<file path="src/rtl/rkf_pkg.sv">
`default_nettype none
package rkf_pkg;

  localparam int TAPS  = 5;
  localparam int REACH = TAPS / 2;
  localparam int WFRAC = 14;
  localparam int LAT   = 10;

  localparam logic [1:0] KIND_BOX   = 2'd0;
  localparam logic [1:0] KIND_TENT  = 2'd1;
  localparam logic [1:0] KIND_BELL  = 2'd2;
  localparam logic [1:0] KIND_MITCH = 2'd3;

  localparam logic [1:0] REG_KIND = 2'd0;
  localparam logic [1:0] REG_ZOOM = 2'd1;
  localparam logic [1:0] REG_INV  = 2'd2;

  typedef enum logic [1:0] {
    S_IDLE,
    S_CALC,
    S_LOAD
  } rkf_state_t;

  typedef struct packed {
    logic [1:0]         kind;
    logic signed [18:0] x;
    logic [23:0]        px;
    logic               ok;
  } rkf_lane_in_t;

  typedef struct packed {
    logic signed [24:0] r;
    logic signed [24:0] g;
    logic signed [24:0] b;
  } rkf_lane_out_t;

endpackage
`default_nettype wire

</file>
<file path="src/rtl/rkf_merge.sv">
`default_nettype none
module rkf_merge import rkf_pkg::*; (
  input  wire logic                     clk,
  input  rkf_lane_out_t [TAPS-1:0]      lanes,
  output logic [23:0]                   rgb
);

  logic signed [27:0] sr;
  logic signed [27:0] sg;
  logic signed [27:0] sb;
  logic signed [27:0] sr_next;
  logic signed [27:0] sg_next;
  logic signed [27:0] sb_next;

  function automatic logic [7:0] finish(input logic signed [27:0] s);
    logic [7:0] v;
    if (s < 0) v = 8'd0;
    else if (s[27:WFRAC] > 14'd255) v = 8'd255;
    else v = s[WFRAC+7:WFRAC];
    return v;
  endfunction

  always_comb begin
    sr_next = '0;
    sg_next = '0;
    sb_next = '0;
    for (int i = 0; i < TAPS; i++) begin
      sr_next = sr_next + 28'(lanes[i].r);
      sg_next = sg_next + 28'(lanes[i].g);
      sb_next = sb_next + 28'(lanes[i].b);
    end
  end

  always_ff @(posedge clk) begin
    sr  <= sr_next;
    sg  <= sg_next;
    sb  <= sb_next;
    rgb <= {finish(sb), finish(sg), finish(sr)};
  end

endmodule
`default_nettype wire

</file>
<file path="config.mk">
export PLATFORM = sky130hd
export DESIGN_NAME = rkf_merge
export DESIGN_NICKNAME = d
export VERILOG_FILES = /design/src/rtl/rkf_pkg.sv /design/src/rtl/rkf_merge.sv
export SDC_FILE = /design/constraint.sdc
export NUM_CORES = 1
export LEC_CHECK = 0
export ABC_AREA = 1
export ABC_CLOCK_PERIOD_IN_PS = 11300
export BUFFER_PORTS_ARGS = -buffer_cell sky130_fd_sc_hd__clkbuf_2
export CAP_MARGIN = 25
export CORE_AREA = 2 2 155 157
export CTS_BUF_LIST = sky130_fd_sc_hd__clkbuf_8
export CTS_CLUSTER_DIAMETER = 50
export DETAILED_ROUTE_END_ITERATION = 6
export DIE_AREA = 0 0 157 159
export GPL_TIMING_DRIVEN = 0
export MAX_ROUTING_LAYER = met4
export PLACE_DENSITY_LB_ADDON = 0.2
export SYNTH_ARGS = -nofsm -noshare
export SYNTH_HDL_FRONTEND = slang
export SYNTH_SLANG_ARGS = --single-unit
</file>
<file path="constraint.sdc">
create_clock -name clk -period 11.3 [get_ports clk]
set_clock_uncertainty 0.1 [all_clocks]
set_input_delay 2.26 -clock clk [delete_from_list [all_inputs] [get_ports clk]]
set_output_delay 2.26 -clock clk [all_outputs]
set_load 0.02 [all_outputs]
</file>
## Yosys cells after proc, flatten, opt, wreduce, memory -nomap -nowiden

Cells that the tools add are included.

- Multiplexer cells: 3
- Add/subtract/negate cells: 12
- Order comparisons: 6

Operators with widths:

| kind | number |
|---|---|
| $add 27x25->28 | 3 |
| $add 28x25->28 | 3 |
| $lt 28x1->1 const B | 3 |
| $add 26x25->27 | 3 |
| $add 25x25->26 | 3 |
| $gt 14x8->1 const B | 3 |
| $mux 8 | 3 |

- Register bits: 108
- Word-level logic and storage cells: 27
- Bits of input ports: 376
- Output and inout port bits: 24

## Logic depth before layout (Yosys ltp)

Gate-level depths: netlist of run 1.

- Depth after elaboration: 4
- Gate-level depth with buffers: 18
- Depth with buffers taken out: 18

## Worst setup path before layout of run 1

No wires, ideal clock.

- Path kind: input port to flip-flop
- From: input lanes[67] (netlist name)
- To: register sr[27]
- Stages on the path: 16
- Slack: 6165 ps
- Required time: 11088 ps
- Setup time: 112 ps
- Arrival time: 4923 ps
- Buffers on the path: 0
- Cells stage by stage: inv_1 > fa_1 > inv_1 > fa_1 > inv_1 > fa_1 > inv_1 > ha_1 > nand2_1 > inv_2 > a21oi_1 > nand2_1 > a21oi_1 > nand2_1 > nand2_1 > nand2_1

- Longest elaborated chain between the ends: 4

RTL lines:

| element | line | RTL |
|---|---|---|
| start, declared | rkf_merge.sv:4 | `input rkf_lane_out_t [TAPS-1:0] lanes,` |
| $add 25x25->26 | rkf_merge.sv:28 | `sr_next = sr_next + 28'(lanes[i].r);` |
| $add 26x25->27 | rkf_merge.sv:28 |  |
| $add 27x25->28 | rkf_merge.sv:28 |  |
| $add 28x25->28 | rkf_merge.sv:28 |  |
| named net sr_next[27] | rkf_merge.sv:11 | `logic signed [27:0] sr_next;` |
| end signal, assigned | rkf_merge.sv:35 | `sr <= sr_next;` |
| end, declared | rkf_merge.sv:8 | `logic signed [27:0] sr;` |

The timed path passes the listed nets, and every way through them passes these cells.
A chain may end at the register's enable or synchronous reset.

## Worst setup path after layout of run 1

- From: input lanes[46] (netlist name)
- To: register sg[23]

- Longest elaborated chain between the ends: 4

RTL lines:

| element | line | RTL |
|---|---|---|
| $add 25x25->26 | rkf_merge.sv:29 | `sg_next = sg_next + 28'(lanes[i].g);` |
| $add 26x25->27 | rkf_merge.sv:29 |  |
| $add 27x25->28 | rkf_merge.sv:29 |  |
| $add 28x25->28 | rkf_merge.sv:29 |  |
| named net sg_next[23] | rkf_merge.sv:12 | `logic signed [27:0] sg_next;` |
| end signal, assigned | rkf_merge.sv:36 | `sg <= sg_next;` |
| end, declared | rkf_merge.sv:9 | `logic signed [27:0] sg;` |

The timed path passes the listed nets, and every way through them passes these cells.

==> results of run 1 <==
[routing by layer]
metal	wire (µm)	part of all wire	vias up	GRT usage
li1	-	-	6455	-
met3	1810	0.057	62	0.0343
met4	873	0.028	0	0.0801
met5	0	0	-	-
met1	12400	0.39	5843	0.301
met2	16500	0.52	364	0.504
[area by class of cell]
| class | count | area [µm²] | share of cell area |
|---|---|---|---|
| Buffer | 3 | 11.3 | 0.000688 |
| Clock buffer | 9 | 124 | 0.00757 |
| Clock inverter | 7 | 93.8 | 0.00573 |
| Inverter | 861 | 3230 | 0.197 |
| Multi-Input combinational cell | 1100 | 9190 | 0.562 |
| Sequential cell | 66 | 1320 | 0.0807 |
| Tap cell | 319 | 399 | 0.0244 |
| Timing Repair Buffer | 399 | 2000 | 0.122 |
[sequential cells by signal (all words and copies together), names as in the netlist]
| register | flops |
|---|---|
| rgb | 24 |
| sb | 14 |
| sg | 14 |
| sr | 14 |
[path summary, 6_finish.rpt]
check	start	end	depth (start not counted)
hold reg to reg	sb[14]	rgb[16]	2
setup / recovery	lanes[46]	sg[23]	16
setup reg to reg	sb[27]	rgb[19]	3
hold / removal	sb[14]	rgb[16]	2
[worst max-delay path: stages]
cell      delay (ns)
clkbuf_2        0.07
inv_1           0.04
fa_1            0.53
inv_1           0.05
fa_1            0.47
inv_1           0.05
fa_1            0.47
inv_1           0.04
ha_1            0.41
nand2_1         0.14
nor2_1          0.26
nand2_1         0.13
nor3_1          0.14
nand2_1         0.13
nand4_1         0.10
nand2_1         0.05
[power by group through the flow]
stage	Combinational [W]	Clock, W	Sequential, W
2_1_floorplan	0.00177	0	0.000461
3_5_place_dp	0.00246	0	0.000417
5_1_grt	0.00286	0.000234	0.000424
3_3_place_gp	0.00242	0	0.000413
6_report	0.00247	0.000219	0.000412
4_1_cts	0.00248	0.000225	0.000413
[per-stage QoR]
stage,area (µm²),cells,utilization,hold WS (ns),total power (W)
3_3_place_gp,16200,2748,0.697,0.319,0.00283
4_1_cts,16400,2764,0.706,0.331,0.00312
5_1_grt,16400,2764,0.706,0.350,0.00352
2_1_floorplan,13800,2030,-,0.315,0.00224
3_5_place_dp,16200,2748,0.697,0.324,0.00288
6_report,16400,2764,0.706,0.335,0.00310
[cell families (layout without fill, tap and decap cells)]
logic type / after synthesis / in the layout / share of synthesized area
AO/OA/AOI/OAI: 133 / 133 / 0.0516
XOR/XNOR: 11 / 11 / 0.00700
adder cells (fa/ha/maj): 306 / 306 / 0.403
buffers and inverters: 864 / 1279 / 0.236
flip-flops: 66 / 66 / 0.0960
AND/OR/NAND/NOR: 650 / 650 / 0.207
[cells in the final DEF, fill, tap and decap left out, types with 3 or more instances in the layout]
master,instances
nor3_1,10
clkbuf_2,399
nand2_2,12
and2_1,4
dfxtp_1,66
o21ai_1,5
a21o_1,5
xor2_1,11
nand2_1,413
nor2_2,8
fa_1,228
clkbuf_1,3
o21ai_0,20
nand3_2,3
a21oi_1,92
nor3_2,11
nor3b_2,3
ha_1,78
nor2_4,4
nand4_1,26
clkbuf_8,9
inv_2,19
nand3_1,72
nor4_1,3
nor2_1,77
o21bai_1,10
inv_1,841
==> results.json, run 1 <==
{
  "finalCritPeriodShare": 0.460,
  "fmax_mhz": 193,
  "drv_cap": 0,
  "firstDrtPassIters": 7,
  "critPathCaptureType": "flip-flop",
  "hp-class": "flip-flop to flip-flop",
  "io_pins": 400,
  "setup_viol": 0,
  "period_needed_ns": 5.19,
  "hold_violations": 0,
  "synth_nets": 2712,
  "yosysUniqueCellTypes": 30,
  "design.core.area_mm2": 0.0232,
  "drc": 0,
  "clk_path_buf_depth": 2,
  "p_int_w": 0.00138,
  "drv_slew": 0,
  "grt_pass1_vias": 12900,
  "die_x_um": 157,
  "ys_seq_area_frac": 0.0960,
  "yosys_most_used_dff": "dfxtp_1",
  "place_ws_ns": 5.77,
  "vias": 12700,
  "synth_area_leader_cell": "fa_1",
  "cp.arrival_ns": 5.34,
  "die_area_mm2": 0.0250,
  "post_drt_wl_per_cell_um": 11.4,
  "gp_congestion": 0.943,
  "postCtsSetupBuffers": 0,
  "rsz0062_at_grt": "no",
  "port_buffers": 399,
  "cts_tree": "built",
  "crit_required_ns": 11.45,
  "final.fill_count": 2021,
  "share_comb_of_total_power": 0.797,
  "synth_edf_count": 0,
  "cts.sinks": 66,
  "num_rows": 56,
  "synth-async-reset-ratio": 0,
  "cts_max_level": 3,
  "tightest_slew_ns": 0.632,
  "r2r_slack_ns": 9.67,
  "n_antenna_cell": 0,
  "ys_top_cells_by_count": "inv_1, nand2_1, fa_1, a21oi_1, ha_1",
  "synth_area_mm2": 0.0138,
  "status": "finished, final reports clean",
  "avgSynthCellArea_um2": 6.78,
  "power_switching_share": 0.556,
  "synth_area_leaders": "fa_1, inv_1, nand2_1, dfxtp_1, ha_1",
  "critPathMaxFanout": 5,
  "clock_latency_ns": 0.35,
  "path_class": "primary input to flip-flop",
  "grt_pass1_wl_um": 54000,
  "gr-total-overflow": 0,
  "power_frac_clock": 0.071,
  "cts_hold_buffers": 0,
  "seqPwrFrac": 0.133,
  "track_usage": 0.272,
  "power_switching_w": 0.00173,
  "postRouteAntennaNets": 0,
  "clockRootBuffer": "clkbuf_8",
  "drt_iter0_drc": 455,
  "startpoint_type": "primary input",
  "dp_hpwl_um": 29400,
  "synth_most_common_cell": "inv_1",
  "p_leak_nw": 10.9,
  "power_density_mw_per_mm2": 190,
  "yosysTopAreaCellShare": 0.332,
  "setup-tns-final_ns": 0,
  "synth_cells": 2030,
  "drive_gt1_frac": 0.195,
  "clk_pin_slew_ns": 0.07,
  "numCtsBuffers": 9,
  "cts_resized": 0,
  "grt_max_degree": 13,
  "finalNetCount": 3122,
  "initial_core_util": 0.593,
  "ys.warnings.count": 0,
  "areaGrowthSynthToFinish_pct": 19.0,
  "antenna_found_initial": 0,
  "wirelength_um": 31600,
  "fp.dieH_um": 159,
  "ys_ff_latch": 66,
  "relSlewSlack": 0.577,
  "viasPerCell": 4.60,
  "ir_drop_uv": 78.4,
  "final.setup.worst_slack_ns": 6.11
}
Note: power is estimated with default switching activity, not from simulation.
==> run 2, diff against run 1 <==
--- a/config.mk
+++ b/config.mk
@@ -6,14 +6,13 @@
 export NUM_CORES = 1
 export LEC_CHECK = 0
 export ABC_AREA = 1
-export ABC_CLOCK_PERIOD_IN_PS = 11300
+export ABC_CLOCK_PERIOD_IN_PS = 5120
 export BUFFER_PORTS_ARGS = -buffer_cell sky130_fd_sc_hd__clkbuf_2
 export CAP_MARGIN = 25
-export CORE_AREA = 2 2 155 157
+export CORE_UTILIZATION = 55
 export CTS_BUF_LIST = sky130_fd_sc_hd__clkbuf_8
 export CTS_CLUSTER_DIAMETER = 50
 export DETAILED_ROUTE_END_ITERATION = 6
-export DIE_AREA = 0 0 157 159
 export GPL_TIMING_DRIVEN = 0
 export MAX_ROUTING_LAYER = met4
 export PLACE_DENSITY_LB_ADDON = 0.2
==> constraint.sdc (replaced) <==
create_clock -name clk -period 5.12 [get_ports clk]
set_clock_uncertainty 0.1 [all_clocks]
set_input_delay 1.024 -clock clk [delete_from_list [all_inputs] [get_ports clk]]
set_output_delay 1.024 -clock clk [all_outputs]
set_load 0.02 [all_outputs]
==> results.json, run 2 (synthesized netlist as in run 1, its figures left out) <==
{
  "dp_hpwl_um": 28600,
  "rr_startpoint": "sr[27]",
  "grt_pass1_wl_um": 54100,
  "post_drt_wl_per_cell_um": 11.1,
  "grt_pass1_vias": 12700,
  "antenna_found_initial": 0,
  "fin_cells": 2769,
  "clockRootBuffer": "clkbuf_8",
  "reg2reg_depth": 3,
  "track_usage": 0.263,
  "initial_core_util": 0.562,
  "clk_path_buf_depth": 2,
  "port_buffers": 399,
  "gp_congestion": 0.963,
  "finalCritPeriodShare": 0.773,
  "crit_required_ns": 5.27,
  "fin_hold_ws_ns": 0.333,
  "viasPerCell": 4.52,
  "io_pins": 400,
  "setup_viol": 0,
  "wirelength_um": 30800,
  "die_x_um": 160,
  "power_density_mw_per_mm2": 415,
  "hold_violations": 0,
  "clk_pin_slew_ns": 0.07,
  "startpoint": "lanes[46]",
  "die_area_mm2": 0.0257,
  "top_register": "rgb",
  "final.fill_count": 2230,
  "clock_latency_ns": 0.36,
  "cts_resized": 0,
  "numCtsBuffers": 9,
  "fmax_mhz": 253,
  "startpoint_type": "primary input",
  "finalNetCount": 3122,
  "min-delay-start": "sr[17]",
  "critPathMaxFanout": 5,
  "min_to": "rgb[3]",
  "largest_reg_flops": 24,
  "holdPathStages": 2,
  "gr-total-overflow": 0,
  "relSlewSlack": 0.483,
  "tightest_slew_ns": 0.772,
  "fp.dieH_um": 160,
  "drt_iter0_drc": 417,
  "cp.arrival_ns": 4.11,
  "final_common_cell": "inv_1",
  "drive_gt1_frac": 0.195,
  "critPathCaptureType": "flip-flop",
  "r2r_slack_ns": 3.35,
  "design.core.area_mm2": 0.0245,
  "drc": 0,
  "placed_cells": 2753,
  "areaGrowthSynthToFinish_pct": 18.9,
  "firstDrtPassIters": 7,
  "grt_max_degree": 12,
  "drv_cap": 0,
  "rsz0062_at_grt": "no",
  "post-route-util": 0.669,
  "final_cell_mix": "inv_1, nand2_1, clkbuf_2",
  "cts_max_level": 3,
  "period_needed_ns": 3.96,
  "status": "finished, final reports clean",
  "num_rows": 57,
  "postRouteAntennaNets": 0,
  "drv_slew": 0,
  "path_class": "primary input to flip-flop",
  "ir_drop_uv": 183,
  "p_leak_nw": 10.9,
  "vias": 12500,
  "setup-tns-final_ns": 0,
  "n_antenna_cell": 0,
  "hp-class": "flip-flop to flip-flop",
  "postCtsSetupBuffers": 0,
  "cts_hold_buffers": 0,
  "cts.sinks": 66,
  "cts_tree": "built",
  "r2r-end": "rgb[0]"
}
==> run 2: worst max-delay path: stages <==
cell and delay, ns:
clkbuf_2 0.07, inv_1 0.05, fa_1 0.53, inv_1 0.05
fa_1 0.48, inv_1 0.05, fa_1 0.48, inv_1 0.04
ha_1 0.38, nand2_1 0.17, nor2_1 0.17, nand2_1 0.13
nor3_1 0.15, nand2_1 0.15, nand4_1 0.10, nand2_1 0.07
==> run 2: worst max path at each step <==
stage                   to  slack, ns
detailed placement  sg[18]       0.81
floorplan           sr[27]       1.22
finish              sg[26]       1.16
global route        sg[23]       0.94
CTS                 sg[23]       1.20
global placement    sg[23]       0.83
==> run 2: metrics by stage <==
stage / area [µm²] / setup WS, ns / total power (W)
after global placement: 16200 / 0.825 / 0.00625
after global routing: 16400 / 0.941 / 0.00772
after floorplan: 13800 / 1.22 / 0.00493
after CTS: 16400 / 1.20 / 0.00683
after detailed placement: 16200 / 0.811 / 0.00635
final: 16400 / 1.16 / 0.00678
==> run 2: cell type report <==
| class | instances | area, µm² | area share |
|---|---|---|---|
| plain buffers | 3 | 11.3 | 0.000688 |
| clock buffers | 10 | 138 | 0.00841 |
| clock inverters | 6 | 58.8 | 0.00360 |
| inverters | 861 | 3230 | 0.198 |
| multi-input cells | 1100 | 9190 | 0.562 |
| flip-flops and latches | 66 | 1320 | 0.0808 |
| well taps | 324 | 405 | 0.0248 |
| repair buffers | 399 | 2000 | 0.122 |
==> run 2: metal layers <==
| metal | vias to the layer above | global-route usage | part of all wire |
|---|---|---|---|
| li1 | 6457 | - | - |
| met1 | 5663 | 0.303 | 0.41 |
| met2 | 344 | 0.478 | 0.52 |
| met3 | 54 | 0.0343 | 0.047 |
| met4 | 0 | 0.0727 | 0.023 |
| met5 | - | - | 0 |
==> run 2: power breakdown <==
part	total (W)	switching, W	internal, W
sequential	0.000900	0.0000803	0.000820
combinational	0.00544	0.00349	0.00194
clock	0.000447	0.000212	0.000235
total	0.00678	0.00378	0.00300
==> run 3, diff against run 2 <==
--- a/config.mk
+++ b/config.mk
@@ -6,7 +6,7 @@
 export NUM_CORES = 1
 export LEC_CHECK = 0
 export ABC_AREA = 1
-export ABC_CLOCK_PERIOD_IN_PS = 5120
+export ABC_CLOCK_PERIOD_IN_PS = 3700
 export BUFFER_PORTS_ARGS = -buffer_cell sky130_fd_sc_hd__clkbuf_2
 export CAP_MARGIN = 25
 export CORE_UTILIZATION = 55
==> constraint.sdc (replaced) <==
create_clock -name clk -period 3.7 [get_ports clk]
set_clock_uncertainty 0.1 [all_clocks]
set_input_delay 0.74 -clock clk [delete_from_list [all_inputs] [get_ports clk]]
set_output_delay 0.74 -clock clk [all_outputs]
set_load 0.02 [all_outputs]
==> results.json, run 3 (synthesized netlist as in run 1, its figures left out) <==
{
  "grt_pass1_vias": 12700,
  "cts_hold_buffers": 0,
  "drv_cap": 0,
  "finalNetCount": 3122,
  "gr-total-overflow": 0,
  "grt_use_met1": 0.303,
  "status": "finished, final reports clean",
  "final_cell_mix": "inv_1, nand2_1, clkbuf_2",
  "hp-class": "flip-flop to flip-flop",
  "dp_hpwl_um": 28600,
  "period_needed_ns": 3.59,
  "fin_cells": 2769,
  "firstDrtPassIters": 7,
  "cts_tree": "built",
  "hold_violations": 0,
  "cts_resized": 0,
  "drc": 0,
  "path_class": "primary input to flip-flop",
  "vias": 12600,
  "track_usage": 0.263,
  "r2r_slack_ns": 1.93,
  "grt_use_met2": 0.478,
  "design.core.area_mm2": 0.0245,
  "areaGrowthSynthToFinish_pct": 20.5,
  "startpoint_type": "primary input",
  "grt-busiest-layer": "met2",
  "final_area_mm2": 0.0166,
  "io_pins": 400,
  "antenna_found_initial": 0,
  "power_density_mw_per_mm2": 584,
  "final_common_cell": "inv_1",
  "finalCritPeriodShare": 0.970,
  "tightest_slew_ns": 0.772,
  "placed_cells": 2753,
  "power_switching_w": 0.00539,
  "cts_max_level": 3,
  "p_int_w": 0.00429,
  "drive_gt1_frac": 0.217,
  "n_antenna_cell": 0,
  "num_rows": 57,
  "initial_core_util": 0.562,
  "p_leak_nw": 10.9,
  "viasPerCell": 4.54,
  "port_buffers": 399,
  "seqPwrFrac": 0.129,
  "grtUsageMet3": 0.0343,
  "largest_reg_flops": 24,
  "final.fill_count": 2209,
  "drv_slew": 0,
  "post_drt_wl_per_cell_um": 11.2,
  "multi_input_area_mm2": 0.00941,
  "post-route-util": 0.678,
  "clk_pin_slew_ns": 0.07,
  "drt_iter0_drc": 414,
  "clockRootBuffer": "clkbuf_8",
  "crit_required_ns": 3.85,
  "fp.dieH_um": 160,
  "setup_viol": 0,
  "clk_path_buf_depth": 2,
  "cp.arrival_ns": 3.74,
  "share_comb_of_total_power": 0.807,
  "power_switching_share": 0.557,
  "grt_max_degree": 12,
  "regArea_mm2": 0.00132,
  "critPathCaptureType": "flip-flop",
  "die_x_um": 160,
  "cts.sinks": 66,
  "fmax_mhz": 279,
  "gp_congestion": 0.963,
  "wirelength_um": 31000,
  "postCtsSetupBuffers": 0,
  "power_frac_clock": 0.064,
  "relSlewSlack": 0.483,
  "clock_latency_ns": 0.36,
  "ir_drop_uv": 254,
  "place_area_mm2": 0.0162,
  "postRouteAntennaNets": 0,
  "top_register": "rgb",
  "grt_pass1_wl_um": 54100,
  "numCtsBuffers": 9,
  "critPathMaxFanout": 5,
  "die_area_mm2": 0.0257
}
[run 3: cell counts in the layout (fill, tap and decap cells not counted)]
No cell type changed its count.
[run 3: path summary, 6_finish.rpt]
| check | from | end | cells after the start |
|---|---|---|---|
| worst max-delay path | lanes[49] | sg[26] | 16 |
| worst min register to register | sr[17] | rgb[3] | 2 |
| worst min-delay path | sr[17] | rgb[3] | 2 |
| worst max register to register | sr[27] | rgb[0] | 3 |
[run 3: final cells by class]
class / count / area share
tap: 324 / 0.0245
timing repair buffer: 399 / 0.120
inverter: 861 / 0.195
clock buffer: 10 / 0.00830
sequential: 66 / 0.0797
buffer: 3 / 0.000679
clock inverter: 6 / 0.00355
multi-input combinational: 1100 / 0.568
[run 3: through the flow]
step | setup slack [ns] | total power, W | setup TNS [ns] | hold WS [ns]
global route | -0.00689 | 0.0110 | -0.00788 | 0.347
detailed placement | -0.325 | 0.00878 | -8.33 | 0.320
floorplan | 0.0848 | 0.00683 | 0 | 0.315
finish | 0.110 | 0.00968 | 0 | 0.333
global placement | -0.311 | 0.00865 | -7.01 | 0.318
CTS | 0.0664 | 0.00945 | 0 | 0.332
[run 3: power by group through the flow]
| stage | clock (W) | combinational [W] | sequential (W) |
|---|---|---|---|
| 2_1_floorplan | 0 | 0.00542 | 0.00141 |
| 3_3_place_gp | 0 | 0.00740 | 0.00125 |
| 3_5_place_dp | 0 | 0.00752 | 0.00126 |
| 4_1_cts | 0.000639 | 0.00756 | 0.00125 |
| 5_1_grt | 0.000664 | 0.00904 | 0.00128 |
| 6_report | 0.000619 | 0.00782 | 0.00125 |
[run 3: routing by layer]
layer / up-vias / part of all wire
met5: - / 0
met4: 0 / 0.023
met3: 56 / 0.046
met2: 337 / 0.52
met1: 5716 / 0.41
li1: 6458 / -
[run 3: critical path: stages]
cell      delay, ns
clkbuf_2       0.07
inv_1          0.05
fa_1           0.53
inv_1          0.07
fa_1           0.48
inv_1          0.06
fa_1           0.49
inv_1          0.05
ha_1           0.37
nand2_1        0.12
nor2_2         0.12
nand2_1        0.12
nor3_1         0.15
nand2_1        0.15
nand4_1        0.10
nand2_1        0.07
